===== src/hw/rtl/qrd_pkg.sv =====
`timescale 1ns / 1ps
// ----------------------------------------------------------------------------
// qrd_pkg - shared types and constants for the quadrature rotation decoder
// Field widths, state and job codes, register indexes and the 4x
// transition rule.
// ----------------------------------------------------------------------------
package qrd_pkg;

    // field and register widths
    localparam int STEPS_W   = 12;
    localparam int PPT_W     = 8;
    localparam int PULSE_W   = 8;
    localparam int WHOLE_W   = 17;
    localparam int FRAC_W    = 21;
    localparam int CFG_IDX_W = 1;
    localparam int CFG_DAT_W = 12;

    // scaling constants
    localparam int DEGREES_PER_TURN = 360;
    localparam int MILLIONTHS       = 1000000;

    // divider sizing: widest dividend is remainder * one million
    localparam int DQ_W       = 32;
    localparam int CNT_W      = 6;
    localparam int PROD_W     = 16;   // |pulses| * degrees per turn
    localparam int TICK_BITS  = PULSE_W;
    localparam int WHOLE_BITS = PROD_W;
    localparam int FRAC_BITS  = DQ_W;
    localparam int FRAC_MAG_W = 20;   // quotient below one million

    // register indexes
    localparam logic [CFG_IDX_W-1:0] REG_STEPS = 1'b0;
    localparam logic [CFG_IDX_W-1:0] REG_PPT   = 1'b1;

    // reset value of pulses_per_tick
    localparam logic [PPT_W-1:0] PPT_RESET = 8'd4;

    // controller states
    localparam logic [1:0] ST_IDLE = 2'd0;
    localparam logic [1:0] ST_DIV  = 2'd1;
    localparam logic [1:0] ST_DONE = 2'd2;

    // divider jobs
    localparam logic [1:0] JOB_TICK  = 2'd0;
    localparam logic [1:0] JOB_WHOLE = 2'd1;
    localparam logic [1:0] JOB_FRAC  = 2'd2;

    // command codes
    localparam logic CMD_SAMPLE = 1'b0;

    typedef logic signed [WHOLE_W-1:0] whole_t;
    typedef logic signed [FRAC_W-1:0]  frac_t;
    typedef logic signed [1:0]         delta_t;

    // previous AB (bits 3:2) and new AB (bits 1:0) give -1, 0 or +1
    function automatic delta_t transition_delta(input logic [3:0] idx);
        delta_t d;
        case (idx)
            4'b0010, 4'b0100, 4'b1101, 4'b1011: d = -2'sd1;
            4'b0001, 4'b0111, 4'b1110, 4'b1000: d = 2'sd1;
            default:                            d = 2'sd0;
        endcase
        return d;
    endfunction

endpackage


===== src/hw/rtl/quadrature_rotation_decoder.sv =====
`timescale 1ns / 1ps
// ----------------------------------------------------------------------------
// quadrature_rotation_decoder - 4x A/B encoder decoder with rotation readout
// Counts encoder pulses and reports degrees or legacy ticks on a rotation read.
// ----------------------------------------------------------------------------
// A pin sample is taken without a division when steps_per_turn is nonzero; in
// legacy mode (steps_per_turn zero) each sample's pulse count is also divided
// by pulses_per_tick, if that is nonzero. A read of the rotation channel in
// degree mode runs two back-to-back divisions by steps_per_turn (16 and 32
// quotient bits). All divisions share one restoring divider that produces one
// quotient bit per cycle. A finished result sits in an output register, so the
// next item is taken while it waits for its transfer.
// ----------------------------------------------------------------------------
module quadrature_rotation_decoder (
    input  logic                              clk,
    input  logic                              rst_n,
    // configuration write port
    input  logic                              cfg_we,
    input  logic [qrd_pkg::CFG_IDX_W-1:0]     cfg_index,
    input  logic [qrd_pkg::CFG_DAT_W-1:0]     cfg_data,
    // input channel
    input  logic                              in_valid,
    output logic                              in_ready,
    input  logic                              command,
    input  logic                              pin_a,
    input  logic                              pin_b,
    input  logic                              rotation_channel,
    // output channel
    output logic                              out_valid,
    input  logic                              out_ready,
    output logic signed [qrd_pkg::WHOLE_W-1:0] whole_part,
    output logic signed [qrd_pkg::FRAC_W-1:0]  fraction_part,
    output logic                              unsupported
);
    import qrd_pkg::*;

    // configuration
    logic [STEPS_W-1:0]       steps_reg;
    logic [PPT_W-1:0]         ppt_reg;

    // decoder state
    logic [1:0]               prev_ab_reg, prev_ab_next;
    logic signed [PULSE_W-1:0] pulse_reg, pulse_next;
    logic signed [PULSE_W-1:0] tick_reg, tick_next;
    delta_t                   last_delta_reg, last_delta_next;

    // controller and divider
    logic [1:0]               state_reg, state_next;
    logic [1:0]               job_reg, job_next;
    logic [CNT_W-1:0]         cnt_reg, cnt_next;
    logic [DQ_W-1:0]          dq_reg, dq_next;
    logic [STEPS_W-1:0]       rem_reg, rem_next;
    logic [STEPS_W-1:0]       divisor_reg, divisor_next;
    logic                     sign_reg, sign_next;

    // staged result and output register
    whole_t                   res_whole_reg, res_whole_next;
    frac_t                    res_frac_reg, res_frac_next;
    logic                     res_unsup_reg, res_unsup_next;
    logic                     out_valid_reg, out_valid_next;
    whole_t                   out_whole_reg, out_whole_next;
    frac_t                    out_frac_reg, out_frac_next;
    logic                     out_unsup_reg, out_unsup_next;

    logic                     in_fire;
    delta_t                   delta;
    logic signed [PULSE_W-1:0] pulse_sum;
    logic [PULSE_W-1:0]       sum_mag;
    logic [PULSE_W-1:0]       pulse_mag;
    logic [PROD_W-1:0]        prod_mag;
    logic [STEPS_W:0]         trial;
    logic [STEPS_W:0]         diff;
    logic                     qbit;
    logic [DQ_W-1:0]          frac_dividend;
    logic [PROD_W:0]          whole_mag;
    logic [FRAC_W-1:0]        frac_mag;

    assign in_ready      = (state_reg == ST_IDLE);
    assign in_fire       = in_valid && in_ready;
    assign out_valid     = out_valid_reg;
    assign whole_part    = out_whole_reg;
    assign fraction_part = out_frac_reg;
    assign unsupported   = out_unsup_reg;

    // transition rule and pulse update
    assign delta     = transition_delta({prev_ab_reg, pin_a, pin_b});
    assign pulse_sum = pulse_reg + {{(PULSE_W-2){delta[1]}}, delta};
    assign sum_mag   = pulse_sum[PULSE_W-1] ? PULSE_W'(~pulse_sum + 8'sd1)
                                            : PULSE_W'(pulse_sum);
    assign pulse_mag = pulse_reg[PULSE_W-1] ? PULSE_W'(~pulse_reg + 8'sd1)
                                            : PULSE_W'(pulse_reg);
    assign prod_mag  = PROD_W'(PROD_W'(pulse_mag) * PROD_W'(DEGREES_PER_TURN));

    // one restoring division step
    assign trial = {rem_reg, dq_reg[DQ_W-1]};
    assign diff  = trial - {1'b0, divisor_reg};
    assign qbit  = (trial >= {1'b0, divisor_reg});

    // second dividend: remainder of the degree division times one million
    assign frac_dividend = DQ_W'(DQ_W'(rem_reg) * DQ_W'(MILLIONTHS));
    assign whole_mag     = {1'b0, dq_reg[PROD_W-1:0]};
    assign frac_mag      = {1'b0, dq_reg[FRAC_MAG_W-1:0]};

    // next-state logic
    always_comb
    begin
        prev_ab_next    = prev_ab_reg;
        pulse_next      = pulse_reg;
        tick_next       = tick_reg;
        last_delta_next = last_delta_reg;
        state_next      = state_reg;
        job_next        = job_reg;
        cnt_next        = cnt_reg;
        dq_next         = dq_reg;
        rem_next        = rem_reg;
        divisor_next    = divisor_reg;
        sign_next       = sign_reg;
        res_whole_next  = res_whole_reg;
        res_frac_next   = res_frac_reg;
        res_unsup_next  = res_unsup_reg;
        out_whole_next  = out_whole_reg;
        out_frac_next   = out_frac_reg;
        out_unsup_next  = out_unsup_reg;
        out_valid_next  = out_valid_reg && !out_ready;

        case (state_reg)
            ST_IDLE:
            begin
                if (in_fire)
                begin
                    if (command == CMD_SAMPLE)
                    begin
                        prev_ab_next = {pin_a, pin_b};
                        pulse_next   = pulse_sum;
                        if (steps_reg == '0)
                        begin
                            last_delta_next = delta;
                            // legacy mode: split pulses into ticks and remainder
                            if (ppt_reg != '0)
                            begin
                                sign_next    = pulse_sum[PULSE_W-1];
                                dq_next      = {sum_mag, {(DQ_W-PULSE_W){1'b0}}};
                                rem_next     = '0;
                                divisor_next = STEPS_W'(ppt_reg);
                                cnt_next     = CNT_W'(TICK_BITS);
                                job_next     = JOB_TICK;
                                state_next   = ST_DIV;
                            end
                        end
                    end
                    else if (!rotation_channel)
                    begin
                        res_whole_next = '0;
                        res_frac_next  = '0;
                        res_unsup_next = 1'b1;
                        state_next     = ST_DONE;
                    end
                    else
                    begin
                        pulse_next     = '0;
                        res_unsup_next = 1'b0;
                        if (steps_reg != '0)
                        begin
                            // degree mode: |pulses| * 360 / steps
                            sign_next    = pulse_reg[PULSE_W-1];
                            dq_next      = {prod_mag, {(DQ_W-PROD_W){1'b0}}};
                            rem_next     = '0;
                            divisor_next = steps_reg;
                            cnt_next     = CNT_W'(WHOLE_BITS);
                            job_next     = JOB_WHOLE;
                            state_next   = ST_DIV;
                        end
                        else
                        begin
                            res_whole_next = whole_t'(tick_reg);
                            res_frac_next  = frac_t'(last_delta_reg);
                            state_next     = ST_DONE;
                        end
                    end
                end
            end

            ST_DIV:
            begin
                if (cnt_reg != '0)
                begin
                    dq_next  = {dq_reg[DQ_W-2:0], qbit};
                    rem_next = qbit ? diff[STEPS_W-1:0] : trial[STEPS_W-1:0];
                    cnt_next = cnt_reg - 1'b1;
                end
                else
                begin
                    case (job_reg)
                        JOB_TICK:
                        begin
                            tick_next  = sign_reg ? -$signed(dq_reg[PULSE_W-1:0])
                                                  : $signed(dq_reg[PULSE_W-1:0]);
                            pulse_next = sign_reg ? -$signed(rem_reg[PULSE_W-1:0])
                                                  : $signed(rem_reg[PULSE_W-1:0]);
                            state_next = ST_IDLE;
                        end
                        JOB_WHOLE:
                        begin
                            res_whole_next = sign_reg ? -$signed(whole_mag)
                                                      : $signed(whole_mag);
                            dq_next        = frac_dividend;
                            rem_next       = '0;
                            cnt_next       = CNT_W'(FRAC_BITS);
                            job_next       = JOB_FRAC;
                        end
                        JOB_FRAC:
                        begin
                            res_frac_next = sign_reg ? -$signed(frac_mag)
                                                     : $signed(frac_mag);
                            state_next    = ST_DONE;
                        end
                        default:
                        begin
                            state_next = ST_IDLE;
                        end
                    endcase
                end
            end

            ST_DONE:
            begin
                // move the result once the output register is free
                if (!out_valid_reg || out_ready)
                begin
                    out_whole_next = res_whole_reg;
                    out_frac_next  = res_frac_reg;
                    out_unsup_next = res_unsup_reg;
                    out_valid_next = 1'b1;
                    state_next     = ST_IDLE;
                end
            end

            default:
            begin
                state_next = ST_IDLE;
            end
        endcase
    end

    // configuration registers
    always_ff @(posedge clk or negedge rst_n)
    begin
        if (!rst_n)
        begin
            steps_reg <= '0;
            ppt_reg   <= PPT_RESET;
        end
        else if (cfg_we)
        begin
            case (cfg_index)
                REG_STEPS: steps_reg <= cfg_data[STEPS_W-1:0];
                REG_PPT:   ppt_reg   <= cfg_data[PPT_W-1:0];
                default:   steps_reg <= steps_reg;
            endcase
        end
    end

    // control and decoder state
    always_ff @(posedge clk or negedge rst_n)
    begin
        if (!rst_n)
        begin
            prev_ab_reg    <= '0;
            pulse_reg      <= '0;
            tick_reg       <= '0;
            last_delta_reg <= '0;
            state_reg      <= ST_IDLE;
            job_reg        <= JOB_TICK;
            cnt_reg        <= '0;
            out_valid_reg  <= 1'b0;
        end
        else
        begin
            prev_ab_reg    <= prev_ab_next;
            pulse_reg      <= pulse_next;
            tick_reg       <= tick_next;
            last_delta_reg <= last_delta_next;
            state_reg      <= state_next;
            job_reg        <= job_next;
            cnt_reg        <= cnt_next;
            out_valid_reg  <= out_valid_next;
        end
    end

    // datapath registers
    always_ff @(posedge clk)
    begin
        dq_reg        <= dq_next;
        rem_reg       <= rem_next;
        divisor_reg   <= divisor_next;
        sign_reg      <= sign_next;
        res_whole_reg <= res_whole_next;
        res_frac_reg  <= res_frac_next;
        res_unsup_reg <= res_unsup_next;
        out_whole_reg <= out_whole_next;
        out_frac_reg  <= out_frac_next;
        out_unsup_reg <= out_unsup_next;
    end

endmodule

===== config.mk =====
export PLATFORM = sky130hd
export DESIGN_NAME = quadrature_rotation_decoder
export DESIGN_NICKNAME = d
export VERILOG_FILES = /design/src/hw/rtl/qrd_pkg.sv /design/src/hw/rtl/quadrature_rotation_decoder.sv
export SDC_FILE = /design/constraint.sdc
export NUM_CORES = 1
export LEC_CHECK = 0
export ABC_AREA = 1
export ABC_CLOCK_PERIOD_IN_PS = 5000
export BUFFER_PORTS_ARGS = -buffer_cell sky130_fd_sc_hd__clkbuf_2
export CELL_PAD_IN_SITES_DETAIL_PLACEMENT = 1
export CELL_PAD_IN_SITES_GLOBAL_PLACEMENT = 2
export CORE_MARGIN = 2
export CORE_UTILIZATION = 39
export DETAILED_ROUTE_END_ITERATION = 7
export PLACE_DENSITY_LB_ADDON = 0.1
export REMOVE_ABC_BUFFERS = 1
export SLEW_MARGIN = 20
export SYNTH_ARGS = -nofsm -noshare
export SYNTH_HDL_FRONTEND = slang
export SYNTH_SLANG_ARGS = --single-unit
export TNS_END_PERCENT = 1

===== constraint.sdc =====
create_clock -name clk -period 5 [get_ports clk]
set_input_delay 0.5 -clock clk [delete_from_list [all_inputs] [get_ports clk]]
set_output_delay 0.5 -clock clk [all_outputs]
set_load 0.005 [all_outputs]

# After elaboration in Yosys (flattened, before gate mapping)
# Memory sizes are Yosys's and may differ from the RTL's.
# Index checks and enable logic that the tools add are counted.
# W data, S select, Z words.
word_totals:
  ff_bits: 186
  mem_bits_ro: 32
  in_bits: 22
  elab_cells: 172
  n_memories: 1
memory_table:
  columns: ["name", "depth", "word_bits", "read_ports", "rd_clocked_by_memory_dff", "write_ports", "line_no", "rtl"]
  rows:
  - ["(name not given)", 16, 2, 1, 0, 0, "qrd_pkg.sv:58", "case (idx)"]
op_classes:
  addsub: 9
  n_mul: 2
  n_lt_le_gt_ge: 1
  eq_ne: 20
  muxes: 86
  bitwise: 5
  reduce_logical: 28
ops:
  columns: ["cell", "n"]
  rows:
  - ["$mux W32", 8]
  - ["$mux W12", 14]
  - ["$mux W21", 7]
  - ["$mux W17", 7]
  - ["$mux W8", 9]
  - ["$pmux W32 S2", 1]
  - ["$mux W6", 8]
  - ["$pmux W21 S2", 1]
  - ["$pmux W17 S2", 1]
  - ["$mux W2", 16]
  - ["$mul A12 B14 Y26 const B", 1]
  - ["$pmux W12 S2", 1]
  - ["$reduce_and A6 Y1", 4]
  - ["$neg A20 Y21", 1]
  - ["$neg A16 Y17", 1]
  - ["$add A8 B2 Y8 const B", 2]
  - ["$neg A8 Y8", 2]
  - ["$not A8 Y8", 2]
  - ["$pmux W8 S2", 1]
  - ["$ge A13 B12 Y1", 1]
  - ["$mul A8 B6 Y13 const B", 1]
  - ["$logic_not A12 Y1", 1]
  - ["$ne A2 B1 Y1 const B", 6]
  - ["$pmux W6 S2", 1]
  - ["27 further kinds", 54]

# Depth between registers and ports, before layout
# An unclocked memory read counts as a cell.
logic_depth:
  ltp_word: 10
  depth_mapped: 23

# Worst setup path before layout
# OpenSTA, ideal clock, no wires.
synth_path:
  path_type: "reg2reg"
  start: "reg rem_reg[3]"
  end: "reg dq_reg[28], data pin"
  arrival_time_ns: 4.065
  t_required_ns: 4.748
  setup_slack_ns: 0.683
  stages_incl_launch_ff: 17
  n_path_buf: 0
  synth_period_minus_slack_ns: 4.317
  cell_sequence: "edfxtp_1 > fa_1 > ha_1 > fa_1 > fa_1 > inv_1 > fa_1 > inv_1 > ha_1 > a21oi_1 > o21ai_0 > a21oi_1 > nand4_1 > nand3_1 > nand2_1 > inv_1 > nand2_1"
synth_via:
  elab_chain_len: 4
synth_lines:
  columns: ["element", "line_no", "rtl"]
  rows:
  - ["start, declared", "quadrature_rotation_decoder.sv:52", "logic [STEPS_W-1:0] rem_reg, rem_next;"]
  - ["start signal, assigned", "quadrature_rotation_decoder.sv:294", "rem_reg <= rem_next;"]
  - ["$mul A12 B14 Y26", "quadrature_rotation_decoder.sv:100", "assign frac_dividend = DQ_W'(DQ_W'(rem_reg) * DQ_W'(MILLIONTHS));"]
  - ["$mux W32", "quadrature_rotation_decoder.sv:193", "case (job_reg)"]
  - ["$mux W32", "quadrature_rotation_decoder.sv:185", "if (cnt_reg != '0)"]
  - ["$pmux W32 S2", "quadrature_rotation_decoder.sv:126", "case (state_reg)"]
  - ["named net dq_next[28]", "quadrature_rotation_decoder.sv:51", "logic [DQ_W-1:0] dq_reg, dq_next;"]
  - ["end signal, assigned", "quadrature_rotation_decoder.sv:293", "dq_reg <= dq_next;"]
  - ["end, declared", "quadrature_rotation_decoder.sv:51", null]
# The timed path passes the listed nets, and every way through them passes these cells. The select of a mux whose other input is x is not followed.
# A chain may end at the register's enable or synchronous reset.

# Final worst setup path
# Same ends and word-level chain as after synthesis.

==> results.cfg <==
[clock_network]
h_tree_depth = 4
clock_tree.root_cell = sky130_fd_sc_hd__clkbuf_16
clock_latency_ps = 460
path_clk_slew_ps = 80
number_of_gates_resized_after_cts = 0
tritoncts = built
tritoncts.num_buffers = 17
clock_path_buffers = 2
post_cts.repair.setup_buffers = 0
holdBufCountCts = 0
clock-sinks = 186

[critical_path]
crit_path_launch_type = flop
r2r_slack_ps = 280
reg2reg_depth = 16
setup.worst_path.class = reg2reg
nature_of_the_critical_path_endpoint = flop
reg2reg_from = rem_reg[3]
timing.rr.end = dq_reg[28]
critical_path_peak_fanout = 8
critical_path_arrival_ps = 4920
critPathRequiredTime_ps = 5200

[timing]
clock-skew-final_ps = 26.45
count_of_final_hold_check_violations = 0
setup_viol = 0
relative_slew_slack_pct = 41.76
timing_worst_slew_pin_value_ps = 873.6
finalCritPeriodShare_pct = 94.41
rsz0062_at_grt = false
finalWorstPathRequiredPeriod_ps = 4720
final_max_slew_viol_count = 0
finalSetupTns_ps = 0
highest_clock_rate_ghz = 0.2119

[floorplanning]
i_o_pin_count = 63
chipWidth_um = 188.2
fp.coreArea_mm2 = 0.03345
die_y_um = 188.2
initial_utilization_pct = 39.57
floorplan.die_area_mm2 = 0.03543
row_count = 67

[global_route]
grt_pass1_vias = 10700
wire_length_of_the_first_global_routing_pass_um = 58130
antenna_violations_before_repair = 0
globalRouteTotalUtil_pct = 21.30
grt_start_max_net_pins = 52
globalRouteOverflowTotal = 0

[yosys]
yosys.area.top_type = sky130_fd_sc_hd__edfxtp_1
post_synth_fa_ha_maj_area_fraction_pct = 20.15
synth_seq_cells = 186
synth_most_common_cell = sky130_fd_sc_hd__nand2_1
post_synth_xor_area_fraction_pct = 2.514
synth.top_cells.by_area = sky130_fd_sc_hd__edfxtp_1 (31%), sky130_fd_sc_hd__ha_1 (13%), sky130_fd_sc_hd__dfrtp_1 (9.5%)
postSynthCellCount = 1508
ys_types = 45
dominantRegCellSynth = sky130_fd_sc_hd__edfxtp_1
synth-seq-area-share_pct = 40.28
synth_simple_gate_area_share_pct = 17.27
postSynthAreaPerCell_um2 = 8.777
ys_top_cells_by_count = sky130_fd_sc_hd__nand2_1 (321), sky130_fd_sc_hd__inv_1 (264), sky130_fd_sc_hd__ha_1 (138), sky130_fd_sc_hd__edfxtp_1 (135), sky130_fd_sc_hd__o21ai_0 (125)
synth_top_area_share_pct = 30.63
synth-edff-count = 135
mapped_cell_area_mm2 = 0.01324
compound_cell_area_share_of_the_yosys_netlist_pct = 10.43
ys_async_sr_fraction_pct = 27.42
multiplexer_fraction_of_the_synthesized_cell_area_pct = 0.3403
synth_top_family_by_area = adder cells
yosysWarningCount = 0

[routing]
routed_wire_length_per_instance_um = 17.77
post_route_drc_violation_count = 0
detailedRoute.firstIterationViolations = 551
final_wirelength_um = 36260
route.vias.total = 10180
postRouteAntennaNets = 0
vias_per_cell = 4.988
drt_first_pass_iters = 4

[hold_path]
timing.hold.worst.class = in2async

[cells_and_area]
area_delta_synth_final_pct = 11.15
stdcell_area_mm2 = 0.01471
design.final.nets = 1786
antennaDiodeCount = 0
num-fill-cells = 3964
layout-drive-gt1-share_pct = 10.05
largest_register_ff_count = 32

[placement]
io_buffer_count = 62
gp_routability_congestion = 0.8744
post-dp-hpwl_um = 28920
place_area_mm2 = 0.01409

[flow_run]
maxCapViolCount = 0

[status]
run_status = finished clean
==> worst max path at each step <==
stage | start | endpoint | slack [ps] | cells past startpoint
global route | rem_reg[3] | dq_reg[30] | 40 | 19
detailed placement | rem_reg[3] | dq_reg[28] | 290 | 16
floorplan | rem_reg[3] | dq_reg[28] | 680 | 16
finish | rem_reg[3] | dq_reg[28] | 280 | 16
global placement | rem_reg[3] | dq_reg[28] | 360 | 16
CTS | rem_reg[3] | dq_reg[28] | 270 | 16
==> through the flow <==
step                setup slack, ps  cells  utilization, %  hold WS [ps]
floorplan                     680.7   1480               -         204.4
global placement              356.0   2007           42.11         401.1
detailed placement            290.4   2007           42.12         406.2
CTS                           271.1   2039           43.93         184.3
global route                  39.72   2040           43.99         207.9
finish                        279.7   2040           43.99         156.2
==> cell families (layout without fill, tap and decap cells) <==
logic type / count (synthesis) / in the layout
compound gates: 260 / 260
xor+xnor: 38 / 38
fa+ha+maj: 185 / 185
buf+inv: 303 / 387
flops: 186 / 186
mux: 4 / 4
simple gates: 532 / 532
==> worst max-delay path, stage by stage, from the launching register on <==
cell and delay, ps:
sky130_fd_sc_hd__edfxtp_1 550, sky130_fd_sc_hd__fa_1 550, sky130_fd_sc_hd__ha_1 330, sky130_fd_sc_hd__fa_1 470
sky130_fd_sc_hd__fa_1 540, sky130_fd_sc_hd__inv_1 50, sky130_fd_sc_hd__fa_1 530, sky130_fd_sc_hd__inv_1 40
sky130_fd_sc_hd__ha_1 350, sky130_fd_sc_hd__a21oi_1 290, sky130_fd_sc_hd__o21ai_0 200, sky130_fd_sc_hd__a21oi_1 230
sky130_fd_sc_hd__nand4_1 110, sky130_fd_sc_hd__nand3_1 90, sky130_fd_sc_hd__nand2_1 60, sky130_fd_sc_hd__inv_1 50
sky130_fd_sc_hd__nand2_1 40
==> final cells by class <==
type / instances / area [µm²] / area share, %
Sequential cell: 186 / 5331 / 36.24
Inverter: 275 / 1032 / 7.016
Clock buffer: 18 / 429.2 / 2.917
Clock inverter: 14 / 175.2 / 1.191
Timing Repair Buffer: 80 / 457.9 / 3.112
Multi-Input combinational cell: 1019 / 6726 / 45.72
Tap cell: 448 / 560.5 / 3.810
==> cell usage in the layout (no fill, tap or decap), drive strengths merged, types with 18 or more instances in the layout <==
master	count
a21oi	86
buf	18
clkbuf	80
dfrtp	50
edfxtp	135
fa	47
ha	138
inv	281
nand2	336
nand3	78
nor2	85
o21ai	142
xor2	25
==> layer usage <==
layer	vias up	track usage (%)	share of wire, %	routed length, µm
met3	25	2.682	2.2	783
met2	115	35.98	48	17360
met4	0	5.088	1.4	492
met1	4946	29.14	49	17620
met5	-	0	0	0
li1	5090	-	-	-
Power is not shown: default switching activity piles up to over one toggle a cycle in this logic, so the estimate is an artifact.
